File: src/rtl/nearest_match_by_dot_product_unit_assert.svh
// Assertion macros shared by the nearest match unit
`ifndef NEAREST_MATCH_BY_DOT_PRODUCT_UNIT_ASSERT_SVH
`define NEAREST_MATCH_BY_DOT_PRODUCT_UNIT_ASSERT_SVH

// property checked every cycle outside reset
`define NMDP_ASSERT(lbl, prop, msg) \
  lbl: assert property (@(posedge clk) disable iff (!rst_n) prop) \
    else $error(msg);

// trigger in one cycle, property in the next
`define NMDP_ASSERT_NEXT(lbl, trig, prop, msg) \
  lbl: assert property (@(posedge clk) disable iff (!rst_n) (trig) |=> (prop)) \
    else $error(msg);

`endif

File: src/rtl/nmdp_ram.sv
// Generic single write port, single read port RAM with registered read
module nmdp_ram #(
  parameter int WIDTH = 16,
  parameter int DEPTH = 16,
  parameter int AW    = (DEPTH > 1) ? $clog2(DEPTH) : 1
) (
  input  logic             clk,
  input  logic             we,
  input  logic [AW-1:0]    waddr,
  input  logic [WIDTH-1:0] wdata,
  input  logic [AW-1:0]    raddr,
  output logic [WIDTH-1:0] rdata
);

  logic [WIDTH-1:0] mem_r [DEPTH];
  logic [WIDTH-1:0] rdata_r;

  always_ff @(posedge clk) begin
    if (we) begin
      mem_r[waddr] <= wdata;
    end
    rdata_r <= mem_r[raddr];
  end

  assign rdata = rdata_r;

endmodule

File: config.mk
export PLATFORM = sky130hd
export DESIGN_NAME = nmdp_ram
export DESIGN_NICKNAME = d
export VERILOG_FILES = /design/src/rtl/nearest_match_by_dot_product_unit_assert.svh /design/src/rtl/nmdp_ram.sv
export SDC_FILE = /design/constraint.sdc
export NUM_CORES = 1
export LEC_CHECK = 0
export BUFFER_PORTS_ARGS = -buffer_cell sky130_fd_sc_hd__buf_2
export CORE_UTILIZATION = 30
export DETAILED_ROUTE_END_ITERATION = 16
export MAX_ROUTING_LAYER = met4
export SETUP_SLACK_MARGIN = 0.05
export SYNTH_ARGS = -nofsm -noshare
export SYNTH_HDL_FRONTEND = slang
export SYNTH_SLANG_ARGS = --single-unit
File: constraint.sdc
create_clock -name clk -period 3.8 [get_ports clk]
set_input_delay 0.76 -clock clk [delete_from_list [all_inputs] [get_ports clk]]
set_output_delay 0.76 -clock clk [all_outputs]
set_load 0.01 [all_outputs]
==> impl_metrics.py, run 1 <==
metrics = {
    "cts": {
        "insertion_delay_ps": 530,
        "cts_tree": "done",
        "cts_sinks": 272,
        "root_buffer": "clkbuf_16",
        "ctsResizeCount": 0,
        "cts_buffers": 28,
        "clkTransAtPathRegs_ps": 60,
        "clk_path_buf_depth": 3,
        "post-cts-setup-buffers": 0,
        "h-tree-depth": 1,
        "holdBufCountCts": 0,
    },
    "critical_path": {
        "critPathKind": "input pin to flop",
        "reg2reg_slack_ps": 2450,
        "slowest_delay_ps": 580,
        "crit_fanout": 32,
        "required_ps": 4220,
        "cp_common_cell": "buf_4",
        "cp_cell_sequence": "buf_4 -> buf_4 -> mux4_1 -> a22oi_1 -> nand2_1",
        "crit_family": "buffers and inverters",
        "cp-start-kind": "input pin",
        "endpoint_kind": "flop",
        "cp.depth": 5,
        "crit_arrival_ps": 2490,
        "path_buf_inv": 2,
        "crit_slowest_cell": "mux4_1",
        "reg2reg_depth": 3,
    },
    "logic_synthesis": {
        "synth_top_area_cell": "edfxtp_1",
        "synth-async-reset-ratio_pct": 0,
        "synth.distinct_cells": 19,
        "netlist_area_um2": 10040,
        "synth_edf_count": 256,
        "syn_inst": 432,
        "yosysSeqAreaShare_pct": 79.73,
        "synth.top_cell.area_share_pct": 76.54,
        "synth_ff_type": "edfxtp_1",
        "synthMostInstantiatedCell": "edfxtp_1",
        "synth_area_leaders": "edfxtp_1 (77%), mux4_2 (12%), dfxtp_1 (3.2%), mux4_1 (2.6%), a22oi_1 (2.4%)",
        "synth_nets": 458,
        "ys_ff_latch": 272,
        "synth_warnings": 0,
        "syn_area_per_cell_um2": 23.25,
        "yosys-top-cells-count": "edfxtp_1 (256), mux4_2 (54), a22oi_1 (32)",
    },
    "global_route": {
        "grt_pass1_vias": 5007,
        "grt_use_met2_pct": 20.36,
        "grt_most_used_layer": "met2",
        "gr-total-overflow": 0,
        "antenna_found_initial": 0,
        "grt_pass1_wl_mm": 31.24,
        "use_met3_pct": 2.418,
        "grt_start_max_net_pins": 37,
        "grt_util_all_layers_pct": 13.07,
        "grtUsageMet1_pct": 17.29,
    },
    "placement": {
        "gp_congestion": 0.6989,
        "io_buffers": 41,
        "dpl_cell_area_um2": 10920,
        "dpl.hpwl_mm": 11.59,
    },
    "detailed_routing": {
        "post_drt_wl_per_cell_um": 21.62,
        "num_vias": 4611,
        "firstDrtPassIters": 6,
        "wirelength_mm": 20.91,
        "drc": 0,
        "drt.antenna.violating_nets": 0,
        "vias_per_cell": 4.768,
        "first_iter_violations": 395,
    },
    "floorplan": {
        "die_h_um": 185.0,
        "ios": 42,
        "die_area_um2": 34210,
        "initial_core_util_pct": 30.71,
        "die_x_um": 185.0,
        "core_area_um2": 32700,
        "rows": 66,
    },
    "status": {
        "outcome": "finished, final reports clean",
    },
    "run": {
        "cap_violations": 0,
    },
    "min_path": {
        "hold_path.class": "input pin to flop",
        "min_path_cells": 1,
    },
    "finish": {
        "drive_gt1_share_pct": 32.76,
        "diodes": 0,
        "fin_util_pct": 36.19,
        "fin_area_um2": 11830,
        "syn_to_final_growth_pct": 17.83,
        "fin_nets": 530,
    },
    "timing": {
        "final.period_utilization_pct": 54.51,
        "fin_crit_ps": 2071,
        "worst_pin_slew_ps": 1000,
        "hold_viol_final": 0,
        "clock.fmax_mhz": 482.8,
        "setup_violations": 0,
        "clock_skew_ps": 12.68,
        "max_slew_margin_pct": 33.33,
        "setup_tns_ps": 0,
        "drv_slew": 0,
        "rsz0062_at_grt": "false",
    },
    "power_and_ir_drop": {
        "pwr_density_cell_nw_per_um2": 535.1,
        "peakVddDrop_uv": 325.1,
        "p_total_mw": 6.333,
        "leakage_nw": 3.804,
    },
}
[flip-flops by register name, indices dropped and copies added, names as in the netlist]
register / flops
rdata: 16
mem_r: 256
[metal layers]
metal / share of wire [%] / routed length [um]
met5: 0 / 0
met3: 5.9 / 1237
met4: 3.0 / 626
met2: 47 / 9928
met1: 44 / 9114
[worst register-to-register path: stages (launching register included)]
cell	delay, ps
edfxtp_1	370
mux4_1	510
a22oi_1	250
nand2_1	90
[report_power, final]
| part | internal, mW | total (mW) | switching (mW) |
|---|---|---|---|
| clock network | 1.61 | 2.66 | 1.05 |
| logic | 0.125 | 0.298 | 0.174 |
| registers | 3.35 | 3.37 | 0.0192 |
| total | 5.09 | 6.33 | 1.24 |
[placed cells by master, fill, tap and decap left out]
master     synthesis  layout
buf_4              3      21
clkbuf_16          0      28
nor3_2             0       4
mux4_2            54      54
nand3_1            1       1
clkinv_8           0       1
edfxtp_1         256     256
bufinv_16          0       2
buf_12             0       2
clkbuf_8           0       6
and2_1             1       1
mux4_1            10      10
nor2_2             0      12
a22oi_1           32      32
nor2_1            13       1
dfxtp_1           16      16
clkinv_1           0       3
clkinv_2           0       1
nand2_1           17      17
clkbuf_1           8      10
buf_2              3      40
nand3b_1           2       2
nor2b_1            2       2
or3b_2             1       1
nand2b_1           2       2
[final timing paths]
| check | start | to |
|---|---|---|
| worst max-delay path | raddr[0] | rdata[10] |
| worst min register to register | mem_r[12][4] | rdata[4] |
| worst min-delay path | wdata[5] | mem_r[4][5] |
| worst max register to register | mem_r[1][1] | rdata[1] |
[per-stage QoR]
step | setup slack [ps] | hold WS, ps | instances
floorplan | 984.9 | 634.9 | 432
finish | 1729 | 590.5 | 967
global placement | 1148 | 652.8 | 916
detailed placement | 1097 | 662.5 | 916
CTS | 1678 | 563.3 | 967
global route | 1569 | 575.8 | 967
[area by class of cell]
class | count | area [um2]
clock buffers | 44 | 820.8
multi-input cells | 139 | 1962
well taps | 442 | 553.0
repair buffers | 63 | 397.9
flip-flops and latches | 272 | 8008
fillers | 3023 | 20870
clock inverters | 7 | 92.59
[cell families after synthesis]
group / Yosys count / synth area share, %
AO/OA/AOI/OAI: 32 / 2.392
multiplexers: 64 / 14.73
buffers and inverters: 21 / 1.233
AND/OR/NAND/NOR: 43 / 1.918
flip-flops: 272 / 79.73
No activity file was read; power rests on OpenSTA's default activity.
==> run 2, diff against run 1 <==
==> constraint.sdc (replaced) <==
create_clock -name clk -period 2 [get_ports clk]
set_input_delay 0.4 -clock clk [delete_from_list [all_inputs] [get_ports clk]]
set_output_delay 0.4 -clock clk [all_outputs]
set_load 0.01 [all_outputs]
==> run 2 against run 1 <==
  * Count of clock-buffer cells in the layout is 4 lower
  * Sequential cell count stayed put
  * Sequential share of layout area is 1.1 points lower
  * Largest power group unchanged
  * Utilization is 0.59 points higher
  * Critical path depth is 4 lower
  * Highest routed layer unchanged
  * Combinational power is 100% higher
  * Cell count is 0.21% higher
  * Global-route usage is 0.17 points higher
  * Largest cell class unchanged
==> impl_metrics.py, run 2 (synthesis results as in run 1) <==
metrics = {
    "status": {
        "outcome": "finished, final reports clean",
    },
    "critical_path": {
        "crit_arrival_ps": 1100,
        "crit_fanout": 1,
        "slowest_delay_ps": 390,
        "cp-start-kind": "flop",
        "path_buf_inv": 1,
        "reg2reg_to": "rdata[3]",
        "reg2reg_depth": 3,
        "cp_cell_sequence": "buf_2",
        "crit_family": "flip-flops",
        "crit_start": "rdata[9]",
        "required_ps": 1600,
        "crit_slowest_cell": "dfxtp_1",
        "endpoint_kind": "primary output",
        "reg2reg_slack_ps": 700,
        "crit-reg2reg-launch": "mem_r[1][3]",
        "critPathKind": "flop to primary output",
    },
    "min_path": {
        "hp-start": "wdata[9]",
        "min_path_cells": 1,
        "hold_path.class": "input pin to flop",
        "whs_endpoint": "mem_r[9][9]",
    },
    "detailed_routing": {
        "vias_per_cell": 4.708,
        "num_vias": 4562,
        "post_drt_wl_per_cell_um": 22.09,
        "firstDrtPassIters": 5,
        "wl_met1_mm": 8.974,
        "maxUsedRoutingLayer": "met4",
        "first_iter_violations": 376,
        "met3_wirelength_mm": 1.756,
        "dr_wl_met2_mm": 10.18,
        "wirelength_mm": 21.41,
        "drc": 0,
        "drt.antenna.violating_nets": 0,
    },
    "cts": {
        "insertion_delay_ps": 540,
        "root_buffer": "clkbuf_16",
        "holdBufCountCts": 0,
        "h-tree-depth": 1,
        "cts_sinks": 272,
        "clkTransAtPathRegs_ps": 60,
        "clk_path_buf_depth": 3,
        "cts_tree": "done",
        "post-cts-setup-buffers": 0,
        "cts_buffers": 27,
        "ctsResizeCount": 0,
    },
    "floorplan": {
        "die_x_um": 185.0,
        "rows": 66,
        "initial_core_util_pct": 30.71,
        "core_area_um2": 32700,
        "die_area_um2": 34210,
        "ios": 42,
        "die_h_um": 185.0,
    },
    "power_and_ir_drop": {
        "p_seq_share_pct": 54.5,
        "pwr_density_cell_nw_per_um2": 979.1,
        "p_total_mw": 11.77,
        "peakVddDrop_uv": 574.2,
        "p_clk_share_pct": 40.5,
        "combPwrFrac_pct": 5.1,
        "leakage_nw": 3.843,
        "p_sw_share_pct": 20.21,
        "p_sw_mw": 2.380,
        "internal_power_mw": 9.395,
    },
    "timing": {
        "clock_skew_ps": 29.59,
        "setup_violations": 0,
        "drv_slew": 0,
        "worst_pin_slew_ps": 1184,
        "max_slew_margin_pct": 21.10,
        "fin_crit_ps": 1501,
        "final.period_utilization_pct": 75.04,
        "setup_tns_ps": 0,
        "clock.fmax_mhz": 666.3,
        "rsz0062_at_grt": "false",
        "hold_viol_final": 0,
    },
    "finish": {
        "final_common_cell": "edfxtp_1",
        "fillers": 3005,
        "drive_gt1_share_pct": 33.08,
        "fin_util_pct": 36.78,
        "regMostFlops": "mem_r",
        "largest_reg_flops": 256,
        "seq_area_um2": 8008,
        "mostFrequentLayoutCells": "edfxtp_1 (256), mux4_2 (54), buf_2 (40)",
        "layout.cells.non_filler": 969,
        "multi_input_area_um2": 1968,
        "fin_nets": 532,
        "syn_to_final_growth_pct": 19.75,
    },
    "global_route": {
        "antenna_found_initial": 1,
        "grt_pass1_vias": 4874,
        "grt_start_max_net_pins": 25,
        "gr-total-overflow": 0,
        "grt_pass1_wl_mm": 31.26,
        "grt_util_all_layers_pct": 13.25,
    },
    "placement": {
        "io_buffers": 41,
        "dpl.hpwl_mm": 11.86,
        "gp_congestion": 0.7289,
        "post-place-cells": 919,
    },
    "run": {
        "cap_violations": 0,
    },
}
==> run 2: changes by cell type in the layout (fill, tap and decap cells not counted), sizes merged <==
cell,previous run,this run
clkbuf,44,40
buf,63,66
bufinv,2,1
clkinv,5,6
clkinvlp,0,1
diode,0,1
inv,0,1
==> run 2: per-stage QoR <==
stage / instance area, um2 / worst slack (ps) / hold slack [ps]
after floorplan: 10070 / -35.00 / 498.9
after global placement: 11190 / 157.7 / 652.6
after detailed placement: 11190 / 157.7 / 661.6
after CTS: 12020 / 472.9 / 223.0
after global routing: 12030 / 469.7 / 227.2
final: 12030 / 499.1 / 233.0
==> run 2: layer usage <==
layer  GRT usage [%]  up-vias
li1                -     1986
met1           17.91     2366
met2           20.89      169
met3           2.182       41
met4           3.273        0
met5               -        -
==> run 2: cell type report <==
type	instances	share of cell area [%]
Tap cell	442	4.598
Sequential cell	272	66.58
Multi-Input combinational cell	139	16.37
Clock buffer	40	6.357
Antenna cell	1	0.02081
Clock inverter	9	0.6034
Timing Repair Buffer	66	5.472
==> run 2: worst max path at each step <==
stage / to / slack (ps) / depth (start not counted)
floorplan: mem_r[1][0] / -40 / 2
global placement: rdata[3] / 160 / 5
detailed placement: rdata[7] / 160 / 5
CTS: rdata[9] / 470 / 1
global route: rdata[9] / 470 / 1
finish: rdata[9] / 500 / 1
==> run 2: power by group through the flow <==
stage / Sequential (mW) / Combinational (mW) / Clock, mW
6_report: 6.41 / 0.599 / 4.76
5_1_grt: 6.42 / 0.650 / 5.06
4_1_cts: 6.42 / 0.612 / 4.83
3_5_place_dp: 6.54 / 0.610 / 0
3_3_place_gp: 6.53 / 0.591 / 0
2_1_floorplan: 6.54 / 0.312 / 0
