[config.mk]
export PLATFORM = sky130hd
export DESIGN_NAME = nmdp_mac
export DESIGN_NICKNAME = d
export VERILOG_FILES = /design/src/rtl/nearest_match_by_dot_product_unit_assert.svh /design/src/rtl/nmdp_pkg.sv /design/src/rtl/nmdp_mac.sv
export SDC_FILE = /design/constraint.sdc
export NUM_CORES = 1
export LEC_CHECK = 0
export BUFFER_PORTS_ARGS = -buffer_cell sky130_fd_sc_hd__buf_4
export CAP_MARGIN = 20
export CORE_UTILIZATION = 35
export DETAILED_ROUTE_END_ITERATION = 8
export GPL_TIMING_DRIVEN = 0
export PLACE_DENSITY = 0.53
export SETUP_SLACK_MARGIN = 0.2
export SLEW_MARGIN = 30
export SYNTH_ARGS = -nofsm -noshare
export SYNTH_HDL_FRONTEND = slang
export SYNTH_SLANG_ARGS = --single-unit
[constraint.sdc]
create_clock -name clk -period 10 [get_ports clk]
set_clock_uncertainty 0.15 [all_clocks]
set_input_delay 1 -clock clk [delete_from_list [all_inputs] [get_ports clk]]
set_output_delay 1 -clock clk [all_outputs]
set_load 0.1 [all_outputs]
[src/rtl/nearest_match_by_dot_product_unit_assert.svh]
// Assertion macros shared by the nearest match unit
`ifndef NEAREST_MATCH_BY_DOT_PRODUCT_UNIT_ASSERT_SVH
`define NEAREST_MATCH_BY_DOT_PRODUCT_UNIT_ASSERT_SVH

// property checked every cycle outside reset
`define NMDP_ASSERT(lbl, prop, msg) \
  lbl: assert property (@(posedge clk) disable iff (!rst_n) prop) \
    else $error(msg);

// trigger in one cycle, property in the next
`define NMDP_ASSERT_NEXT(lbl, trig, prop, msg) \
  lbl: assert property (@(posedge clk) disable iff (!rst_n) (trig) |=> (prop)) \
    else $error(msg);

`endif

[src/rtl/nmdp_pkg.sv]
// Types and constants of the nearest match unit
package nmdp_pkg;

  localparam int MAX_ENTRIES_DEF = 64;
  localparam int MAX_DIM_DEF     = 256;

  localparam int SAMPLE_W = 16;
  localparam int ACC_W    = 40;
  localparam int THR_W    = 32;
  localparam int DIM_W    = 9;
  localparam int ENTRY_W  = 6;
  localparam int PADDR_W  = 3;
  localparam int PDATA_W  = 32;

  localparam logic [THR_W-1:0] THR_RESET = 32'h2000_0000;
  localparam logic [DIM_W-1:0] DIM_RESET = 9'd256;

  localparam logic signed [ACC_W-1:0] ACC_MAX = {1'b0, {(ACC_W-1){1'b1}}};
  localparam logic signed [ACC_W-1:0] ACC_MIN = {1'b1, {(ACC_W-1){1'b0}}};

  localparam logic OP_LOAD  = 1'b0;
  localparam logic OP_QUERY = 1'b1;

  localparam logic REG_THRESHOLD = 1'b0;
  localparam logic REG_DIM       = 1'b1;

  typedef struct packed {
    logic                       op;
    logic signed [SAMPLE_W-1:0] sample_value;
  } in_beat_t;

  typedef struct packed {
    logic [ENTRY_W-1:0]      best_entry;
    logic signed [ACC_W-1:0] similarity;
    logic                    known;
  } out_beat_t;

  typedef struct packed {
    logic clear;
    logic valid;
    logic keep_old;
  } sweep_ctl_t;

  typedef struct packed {
    logic busy;
    logic found;
  } mac_stat_t;

endpackage

[src/rtl/nmdp_mac.sv]
// Shared multiply, saturating accumulate and running maximum unit
module nmdp_mac #(
  parameter int MAX_ENTRIES = nmdp_pkg::MAX_ENTRIES_DEF,
  parameter int IDX_W       = (MAX_ENTRIES > 1) ? $clog2(MAX_ENTRIES) : 1
) (
  input  logic                                clk,
  input  logic                                rst_n,
  input  nmdp_pkg::sweep_ctl_t                ctl,
  input  logic [IDX_W-1:0]                    idx,
  input  logic signed [nmdp_pkg::SAMPLE_W-1:0] sample,
  input  logic signed [nmdp_pkg::SAMPLE_W-1:0] gal_data,
  input  logic signed [nmdp_pkg::ACC_W-1:0]    acc_data,
  output logic                                acc_we,
  output logic [IDX_W-1:0]                    acc_waddr,
  output logic signed [nmdp_pkg::ACC_W-1:0]    acc_wdata,
  output logic signed [nmdp_pkg::ACC_W-1:0]    best_val,
  output logic [IDX_W-1:0]                    best_idx,
  output nmdp_pkg::mac_stat_t                 stat
);

  import nmdp_pkg::*;

  localparam int PROD_W = 2 * SAMPLE_W;
  localparam int SUM_W  = ACC_W + 1;

  // stage C: product and old sum
  logic                       vc_r, vc_nxt;
  logic [IDX_W-1:0]           ec_r;
  logic signed [PROD_W-1:0]   prod_r;
  logic signed [ACC_W-1:0]    accold_r;
  // stage D: new sum into the maximum
  logic                       vd_r, vd_nxt;
  logic [IDX_W-1:0]           ed_r;
  logic signed [ACC_W-1:0]    sum_r;
  logic signed [ACC_W-1:0]    best_r, best_nxt;
  logic [IDX_W-1:0]           bidx_r, bidx_nxt;
  logic                       found_r, found_nxt;

  logic signed [SUM_W-1:0]    sum_wide;
  logic signed [ACC_W-1:0]    sum_sat;

  always_comb begin
    sum_wide = SUM_W'(accold_r) + SUM_W'(prod_r);
    if (sum_wide[SUM_W-1] != sum_wide[ACC_W-1]) begin
      sum_sat = sum_wide[SUM_W-1] ? ACC_MIN : ACC_MAX;
    end else begin
      sum_sat = sum_wide[ACC_W-1:0];
    end
  end

  always_comb begin
    vc_nxt    = ctl.valid;
    vd_nxt    = vc_r;
    best_nxt  = best_r;
    bidx_nxt  = bidx_r;
    found_nxt = found_r;
    if (ctl.clear) begin
      best_nxt  = '0;
      bidx_nxt  = '0;
      found_nxt = 1'b0;
    end else if (vd_r && (!found_r || (sum_r > best_r))) begin
      best_nxt  = sum_r;
      bidx_nxt  = ed_r;
      found_nxt = 1'b1;
    end
  end

  always_ff @(posedge clk) begin
    if (!rst_n) begin
      vc_r    <= 1'b0;
      vd_r    <= 1'b0;
      found_r <= 1'b0;
      best_r  <= '0;
      bidx_r  <= '0;
    end else begin
      vc_r    <= vc_nxt;
      vd_r    <= vd_nxt;
      found_r <= found_nxt;
      best_r  <= best_nxt;
      bidx_r  <= bidx_nxt;
    end
  end

  always_ff @(posedge clk) begin
    ec_r     <= idx;
    prod_r   <= gal_data * sample;
    accold_r <= ctl.keep_old ? acc_data : '0;
    ed_r     <= ec_r;
    sum_r    <= sum_sat;
  end

  assign acc_we     = vc_r;
  assign acc_waddr  = ec_r;
  assign acc_wdata  = sum_sat;
  assign best_val   = best_r;
  assign best_idx   = bidx_r;
  assign stat.busy  = vc_r | vd_r;
  assign stat.found = found_r;

endmodule

==> impl_metrics.py, run 1 <==
metrics = {
    "finish": {
        "drive_gt1_share_pct": 11.17,
        "final_common_cell": "inv_1",
        "diodes": 0,
        "fillerInstances": 5093,
        "nets": 2625,
        "layout_common_cells": "inv_1, fa_1, buf_4",
        "syn_to_final_growth_pct": 15.34,
    },
    "synthesis": {
        "syn-num-nets": 2430,
        "synthDistinctLibCells": 68,
        "yosys_warnings": 0,
        "ys.flop_type": "dfxtp_1",
        "async_flop_share_pct": 0,
        "ys_seq_area_share_pct": 19.41,
        "ys_ff_latch": 173,
        "syn_area_per_cell_um2": 9.285,
        "synth_cells": 1922,
        "synth_edf_count": 0,
        "syn_area_mm2": 0.01785,
    },
    "floorplanning": {
        "die_height_um": 227.8,
        "core_area_mm2": 0.05027,
        "ios": 178,
        "die-area_mm2": 0.05190,
        "die_w_um": 227.8,
        "fp-row-count": 82,
        "start_util_pct": 35.50,
    },
    "clocking": {
        "clock_latency_ps": 450,
        "cts_buffers": 17,
        "clockBufferDepth": 2,
        "cts_resized": 0,
        "cts_hold_buffers": 0,
        "cts_tree": "yes",
        "post_cts_buffers": 0,
        "clkTransAtPathRegs_ps": 70,
        "clock_tree.root_cell": "clkbuf_16",
        "clock-sinks": 173,
        "cts_htree_levels": 4,
    },
    "placed_design": {
        "gp_congestion": 0.8740,
        "port_buffers": 176,
        "dp_hpwl_um": 40280,
    },
    "worst_setup_path": {
        "crit_arrival_ps": 7770,
        "required_ps": 10230,
        "crit_chain": "buf_4 > clkbuf_1 > nand2_1 > fa_1 > fa_1 > fa_1 > inv_1 > fa_1 > fa_1 > inv_1 > fa_1 > inv_1 > ha_1 > and3_1 > a221oi_1 > nand2b_1 > a21oi_1 > o211a_1 > o21ai_0 > and2_1 > a211o_1 > a21oi_1 > xnor2_1",
        "start_kind": "primary input",
        "slowest_delay_ps": 630,
        "crit_slowest_cell": "fa_1",
        "path_delay_family": "adder cells",
        "crit_path_max_fanout": 10,
        "critPathMostFrequentCell": "fa_1",
        "cp_num_buf_inv": 5,
        "endpoint_kind": "flop",
        "worst-setup-path-type": "primary input to flop",
    },
    "route": {
        "first_pass_iters": 5,
        "via_per_inst": 4.701,
        "wl_um": 47040,
        "via_count": 13170,
        "route.detailed.drc": 0,
        "wl_per_cell_um": 16.79,
        "ant_nets": 0,
        "drtIter0Drc": 532,
    },
    "sta": {
        "finalSetupViolCount": 0,
        "worst_slew_pin_slew_ps": 762.2,
        "finalSetupTns_ps": 0,
        "hold_viol": 0,
        "finalCriticalPeriod_ps": 7537,
        "rsz0062_at_grt": "false",
        "slew_headroom_pct": 49.19,
        "max_freq_mhz": 132.7,
        "drv_slew": 0,
        "finalCritPeriodShare_pct": 75.37,
    },
    "global_routing": {
        "grt_use_total_pct": 18.72,
        "grt_start_max_net_pins": 18,
        "antenna_found_initial": 1,
        "grt_pass1_vias": 13980,
        "grt_pass1_wl_um": 76090,
        "grt-ovfl-total": 0,
    },
    "flow_run": {
        "drv_cap": 0,
    },
    "run_status": {
        "outcome": "finished clean",
    },
    "worst_hold_path": {
        "hold_class": "flop to flop",
    },
}
## worst register-to-register path, delay by kind of cell, from the launching register on
kind                       cells  cell delay, ps
AOI/OAI and AO/OA              7            2160
adders and majority gates      2             590
and+or+nand+nor                3             610
buffers and inverters          2             300
DFF                            1             360
## sequential cells by signal, indices dropped and copies added, names as in the netlist
signal     count
best_idx       6
vd_r           1
accold_r      40
prod_r        32
acc_waddr      6
found_r        1
acc_we         1
ed_r           6
best_val      40
sum_r         40
## cells in the mapped netlist, types with 3 or more instances
| master | n | share of area (%) |
|---|---|---|
| a211o_1 | 6 | 0.29 |
| a211oi_1 | 5 | 0.21 |
| o21a_1 | 11 | 0.46 |
| mux2i_1 | 47 | 2.6 |
| nand3_1 | 14 | 0.39 |
| nand2_1 | 138 | 2.9 |
| xnor2_1 | 51 | 2.5 |
| fa_1 | 263 | 30 |
| ha_1 | 162 | 11 |
| o21bai_1 | 9 | 0.38 |
| nor3_1 | 7 | 0.20 |
| nor4_1 | 3 | 0.11 |
| and3_1 | 9 | 0.32 |
| dfxtp_1 | 173 | 19 |
| a21oi_1 | 90 | 2.5 |
| o21ai_1 | 12 | 0.34 |
| clkbuf_1 | 50 | 1.1 |
| buf_2 | 9 | 0.25 |
| and2_1 | 175 | 6.1 |
| nand4_1 | 17 | 0.60 |
| a221oi_1 | 3 | 0.15 |
| xor2_1 | 22 | 1.1 |
| a21boi_0 | 4 | 0.17 |
| nor2b_1 | 12 | 0.42 |
| and4_1 | 3 | 0.15 |
| a21o_1 | 46 | 1.9 |
| inv_1 | 382 | 8.0 |
| buf_4 | 3 | 0.13 |
| o21ai_0 | 36 | 1.0 |
| nand2b_1 | 15 | 0.53 |
| a31oi_1 | 6 | 0.21 |
| nor2_1 | 92 | 1.9 |
## worst paths after layout
check / startpoint / to / slack [ps] / depth (start not counted)
worst min register to register: acc_waddr[2] / ed_r[2] / 210 / 0
worst min-delay path: acc_waddr[2] / ed_r[2] / 210 / 0
worst max register to register: prod_r[0] / sum_r[25] / 5720 / 14
worst max-delay path: gal_data[9] / prod_r[30] / 2460 / 23
## kinds of logic (layout without fill, tap and decap cells)
logic type | count (synthesis) | in the layout | share of synthesized area (%)
buffers and inverters | 446 | 654 | 9.591
multiplexers | 47 | 47 | 2.636
adder cells (fa/ha/maj) | 429 | 429 | 41.10
XOR/XNOR | 73 | 73 | 3.583
AND/OR/NAND/NOR | 497 | 497 | 14.29
flip-flops | 173 | 173 | 19.41
AO/OA/AOI/OAI | 257 | 257 | 9.395
## layer usage
layer | vias up | wire length (um) | GRT usage, % | part of all wire, %
met3 | 45 | 2055 | 2.000 | 4.4
met1 | 6415 | 22420 | 25.55 | 48
met4 | 2 | 866 | 5.194 | 1.8
met2 | 318 | 21680 | 31.31 | 46
li1 | 6391 | - | - | -
met5 | - | 8 | 0 | 0.017
## metrics by stage
step	area, um2	hold slack, ps	worst slack [ps]	instances	util (%)
2_1_floorplan	17850	286.5	3183	1922	-
3_3_place_gp	20010	188.1	2014	2770	39.80
3_5_place_dp	20010	195.6	1987	2770	39.80
4_1_cts	20580	208.6	2476	2802	40.94
5_1_grt	20580	215.0	2072	2802	40.94
6_report	20580	205.5	2463	2802	40.94
## area by class of cell
cell class | count | area [um2] | share of cell area [%]
Buffer | 64 | 277.8 | 1.349
Clock buffer | 18 | 429.2 | 2.085
Clock inverter | 14 | 146.4 | 0.7112
Inverter | 382 | 1434 | 6.966
Multi-Input combinational cell | 1303 | 12670 | 61.56
Sequential cell | 173 | 3463 | 16.83
Tap cell | 672 | 840.8 | 4.085
Timing Repair Buffer | 176 | 1321 | 6.419
Power of run 1 is not shown: default switching activity piles up to over one toggle a cycle in this logic, so the estimate is an artifact.
==> run 2, diff against run 1 <==
--- a/config.mk
+++ b/config.mk
@@ -10,7 +10,7 @@
 export CORE_UTILIZATION = 35
 export DETAILED_ROUTE_END_ITERATION = 8
 export GPL_TIMING_DRIVEN = 0
-export PLACE_DENSITY = 0.53
+export PLACE_DENSITY = 0.55
 export SETUP_SLACK_MARGIN = 0.2
 export SLEW_MARGIN = 30
 export SYNTH_ARGS = -nofsm -noshare
==> constraint.sdc (replaced) <==
create_clock -name clk -period 6.4 [get_ports clk]
set_clock_uncertainty 0.15 [all_clocks]
set_input_delay 0.64 -clock clk [delete_from_list [all_inputs] [get_ports clk]]
set_output_delay 0.64 -clock clk [all_outputs]
set_load 0.1 [all_outputs]
==> run 2 against run 1 <==
Against the previous run: flip-flop and latch count did not move; final cell count rose by 0.54%; core utilization rose by 1.2 points; non-clock buffer count rose by 14; worst setup slack got worse by 2200 ps; wire length rose by 1.1%; design area rose by 3.0%; hold slack got worse by 45 ps; critical path type unchanged; highest routed layer unchanged.
==> impl_metrics.py, run 2 (synthesis gave the netlist of run 1 again) <==
metrics = {
    "run_status": {
        "outcome": "finished clean",
    },
    "flow_run": {
        "drv_cap": 0,
    },
    "finish": {
        "syn_to_final_growth_pct": 18.83,
        "drive_gt1_share_pct": 15.25,
        "final_common_cell": "inv_1",
        "nets": 2639,
        "layout_common_cells": "inv_1, fa_1, buf_4",
        "fin_util_pct": 42.18,
    },
    "clocking": {
        "clock_latency_ps": 430,
        "clockBufferDepth": 2,
        "cts_hold_buffers": 0,
        "cts_htree_levels": 4,
        "clock_tree.root_cell": "clkbuf_16",
        "cts_tree": "yes",
        "clkTransAtPathRegs_ps": 70,
        "clock-sinks": 173,
        "cts_buffers": 17,
    },
    "global_routing": {
        "grt_use_total_pct": 18.68,
        "antenna_found_initial": 2,
        "grt_pass1_vias": 14090,
        "grt-ovfl-total": 0,
        "grt_start_max_net_pins": 17,
        "grt_pass1_wl_um": 76490,
    },
    "sta": {
        "worst_slew_pin_slew_ps": 533.6,
        "rsz0062_at_grt": "true",
        "finalSetupViolCount": 0,
        "finalCritPeriodShare_pct": 95.32,
        "max_freq_mhz": 163.9,
        "setup_slack_ps": 299.6,
        "slew_headroom_pct": 64.43,
        "drv_slew": 0,
        "hold_viol": 0,
        "finalCriticalPeriod_ps": 6100,
    },
    "route": {
        "first_pass_iters": 7,
        "route.detailed.drc": 0,
        "via_count": 13230,
        "drtIter0Drc": 547,
        "wl_per_cell_um": 16.88,
        "ant_nets": 0,
        "via_per_inst": 4.695,
        "wl_um": 47550,
    },
    "worst_setup_path": {
        "crit_arrival_ps": 6320,
        "crit_path_max_fanout": 7,
        "r2r_slack_ps": 2210,
        "r2r_cells": 14,
        "r2r-start": "accold_r[0]",
        "start_kind": "primary input",
        "endpoint_kind": "flop",
        "worst-setup-path-type": "primary input to flop",
        "rr_endpoint": "sum_r[20]",
        "required_ps": 6620,
        "critical_path.startpoint": "gal_data[6]",
    },
    "floorplanning": {
        "fp-row-count": 82,
        "core_area_mm2": 0.05027,
        "start_util_pct": 35.50,
        "die-area_mm2": 0.05190,
        "die_w_um": 227.8,
        "ios": 178,
        "die_height_um": 227.8,
    },
    "worst_hold_path": {
        "min_from": "idx[2]",
        "hold-path-endpoint": "acc_waddr[2]",
        "hold_class": "primary input to flop",
        "hold_depth": 1,
    },
    "placed_design": {
        "dp_hpwl_um": 40490,
        "gp_congestion": 0.8743,
        "post-place-ws_ps": -797.6,
        "port_buffers": 176,
    },
}
## run 2: cell types whose count changed in the layout (fill, tap and decap cells not counted), sizes merged
| cell | change |
|---|---|
| inv | -5 |
| clkinvlp | +1 |
| clkinv | +1 |
| buf | +36 |
| clkbuf | -19 |
| diode | +1 |
## run 2: layer usage
layer | GRT usage, % | vias to the layer above | part of all wire [%]
met2 | 31.85 | 326 | 47
met3 | 2.450 | 52 | 4.6
li1 | - | 6424 | -
met1 | 25.15 | 6421 | 47
met4 | 3.970 | 2 | 1.8
met5 | 0 | - | 0.029
## run 2: cell type report
cell class                 instances  area (um2)
fill                            5043       29070
multi-input combinational       1303       12880
sequential                       173        3463
timing repair buffer             191        1469
inverter                         382        1434
tap                              672       840.8
buffer                            63       529.3
clock buffer                      21       480.5
clock inverter                    11       106.4
antenna                            1       2.502
## run 2: what timing repair did
| item | CTS | global route |
|---|---|---|
| buffers inserted | 3 | 12 |
| cloned | 0 | 0 |
| pin swaps | 11 | 31 |
| resized for setup | 63 | 85 |
| endpoints found under the hold margin | 0 | 0 |
| endpoints found under the setup margin | 14 | 13 |
## run 2: critical path, cell delays in order
cell and delay, ps:
buf_12 110, clkbuf_16 150, and2_4 130, fa_1 490, inv_2 40, fa_2 570
fa_2 440, fa_1 520, inv_2 50, fa_1 510, inv_2 40, fa_1 510
inv_2 50, ha_4 240, and3_4 160, a221oi_4 370, nand2b_1 120, a21oi_2 190
o211a_1 200, o21ai_2 70, and2_4 160, buf_4 130, a21o_1 160, a21oi_2 150
xnor2_1 120
## run 2: stage by stage
step                instance area, um2  cells  hold WS, ps  TNS, ps
global route                     21200   2816        138.3        0
finish                           21210   2817        160.9        0
global placement                 20080   2770        193.7    -7555
detailed placement               20080   2770        190.2    -7998
floorplan                        17920   1922        286.5        0
CTS                              20920   2804        135.3        0
## run 2: how the worst max path moves through the flow
stage               cells after the start         end
floorplan                              23  prod_r[30]
global placement                       23  prod_r[30]
detailed placement                     23  prod_r[30]
CTS                                    25  prod_r[31]
global route                           26  prod_r[30]
finish                                 25  prod_r[28]
Power of run 2 is left out for the same reason.
==> run 3, diff against run 2 <==
--- a/config.mk
+++ b/config.mk
@@ -9,7 +9,6 @@
 export CAP_MARGIN = 20
 export CORE_UTILIZATION = 35
 export DETAILED_ROUTE_END_ITERATION = 8
-export GPL_TIMING_DRIVEN = 0
 export PLACE_DENSITY = 0.55
 export SETUP_SLACK_MARGIN = 0.2
 export SLEW_MARGIN = 30
==> run 3 against run 2 <==
Against the previous run: die area stayed put; sequential share of layout area about the same; design area is essentially flat; worst setup slack improved by 53 ps; critical endpoint is now prod_r[30].
==> impl_metrics.py, run 3 (synthesis gave the netlist of run 1 again) <==
metrics = {
    "clocking": {
        "clock_tree.root_cell": "clkbuf_16",
        "clock-sinks": 173,
        "cts_tree": "yes",
        "cts_buffers": 17,
        "cts_hold_buffers": 0,
        "clock_latency_ps": 430,
        "clockBufferDepth": 2,
        "clkTransAtPathRegs_ps": 70,
        "cts_htree_levels": 4,
    },
    "worst_setup_path": {
        "crit_path_max_fanout": 5,
        "required_ps": 6620,
        "slowest_delay_ps": 540,
        "r2r_slack_ps": 2120,
        "crit_arrival_ps": 6270,
        "critPathMostFrequentCell": "fa_1",
        "path_delay_family": "adder cells",
        "endpoint_kind": "flop",
        "cp_num_buf_inv": 5,
        "crit_chain": "buf_4 > and2_1 > fa_1 > inv_1 > fa_1 > fa_1 > inv_1 > fa_1 > fa_1 > inv_1 > fa_1 > inv_2 > ha_4 > and3_4 > a221oi_4 > nand2b_1 > a21oi_2 > o211a_1 > o21ai_1 > and2_4 > a211o_1 > a21oi_2 > xnor2_1",
        "crit_slowest_cell": "fa_1",
        "start_kind": "primary input",
        "worst-setup-path-type": "primary input to flop",
    },
    "finish": {
        "diodes": 0,
        "nets": 2653,
        "layout_common_cells": "inv_1, buf_4, fa_1",
        "design_area_mm2": 0.02121,
        "drive_gt1_share_pct": 15.99,
        "final_common_cell": "inv_1",
        "syn_to_final_growth_pct": 18.84,
        "fillerInstances": 4973,
    },
    "global_routing": {
        "grt_pass1_vias": 14020,
        "grt-ovfl-total": 0,
        "grt_start_max_net_pins": 48,
        "grt_use_total_pct": 17.69,
        "grt_pass1_wl_um": 73820,
        "antenna_found_initial": 0,
    },
    "route": {
        "first_pass_iters": 5,
        "route.detailed.drc": 0,
        "wl_per_cell_um": 15.72,
        "via_count": 13050,
        "ant_nets": 0,
        "via_per_inst": 4.610,
        "drtIter0Drc": 601,
        "wl_um": 44500,
    },
    "floorplanning": {
        "die-area_mm2": 0.05190,
        "die_w_um": 227.8,
        "ios": 178,
        "start_util_pct": 35.50,
        "die_height_um": 227.8,
        "fp-row-count": 82,
        "core_area_mm2": 0.05027,
    },
    "placed_design": {
        "dp_hpwl_um": 38100,
        "dpl-instance-area_mm2": 0.02049,
        "port_buffers": 177,
        "gp_congestion": 0.8406,
    },
    "sta": {
        "finalCriticalPeriod_ps": 6048,
        "max_freq_mhz": 165.4,
        "slew_headroom_pct": 54.08,
        "rsz0062_at_grt": "true",
        "drv_slew": 0,
        "finalCritPeriodShare_pct": 94.50,
        "hold_viol": 0,
        "finalSetupViolCount": 0,
        "hold_ws_ps": 161.5,
        "worst_slew_pin_slew_ps": 681.7,
    },
    "flow_run": {
        "drv_cap": 0,
    },
    "worst_hold_path": {
        "hold_class": "primary input to flop",
    },
    "run_status": {
        "outcome": "finished clean",
    },
}
==> run 3: cell count changes in the layout (fill, tap and decap cells not counted), moves of 6 or more <==
cell      before  now
buf_2         13    0
buf_4        191  263
buf_6         14    4
buf_8          6    0
clkbuf_1      17    3
==> run 3: worst paths after layout <==
kind,cells after the start,startpoint,endpoint
worst max register to register,13,prod_r[0],sum_r[9]
worst min register to register,0,acc_waddr[3],ed_r[3]
worst min-delay path,1,idx[5],acc_waddr[5]
worst max-delay path,23,sample[5],prod_r[30]
==> run 3: stage by stage <==
| stage | utilization [%] | setup WS, ps | cells | TNS [ps] |
|---|---|---|---|---|
| 6_report | 42.19 | 352.2 | 2830 | 0 |
| 5_1_grt | 42.19 | 187.3 | 2830 | 0 |
| 2_1_floorplan | - | 190.4 | 1922 | 0 |
| 3_3_place_gp | 40.76 | -176.9 | 2797 | -740.3 |
| 4_1_cts | 41.99 | 220.2 | 2829 | 0 |
| 3_5_place_dp | 40.76 | -238.1 | 2797 | -1128 |
==> run 3: repair_timing <==
item | CTS | global route
endpoints found under the hold margin | 0 | 0
resized for setup | 0 | 32
setup endpoints to repair | 0 | 9
buffers inserted | 0 | 1
==> run 3: final cells by class <==
cell class	count	area, um2	area share (%)
Clock buffer	20	436.7	2.059
Tap cell	672	840.8	3.965
Sequential cell	173	3463	16.33
Inverter	382	1434	6.761
Multi-Input combinational cell	1303	12810	60.40
Clock inverter	12	183.9	0.8673
Timing Repair Buffer	268	2039	9.617
==> run 3: metal layers <==
layer  vias up  wire [um]  part of all wire (%)  track usage [%]
met1      6320      22060                    50            25.06
met5         -          0                     0                0
met4         0        431                  0.97            3.463
met2       271      20190                    45            28.64
li1       6429          -                     -                -
met3        25       1817                   4.1            2.575
Power of run 3 is left out for the same reason.
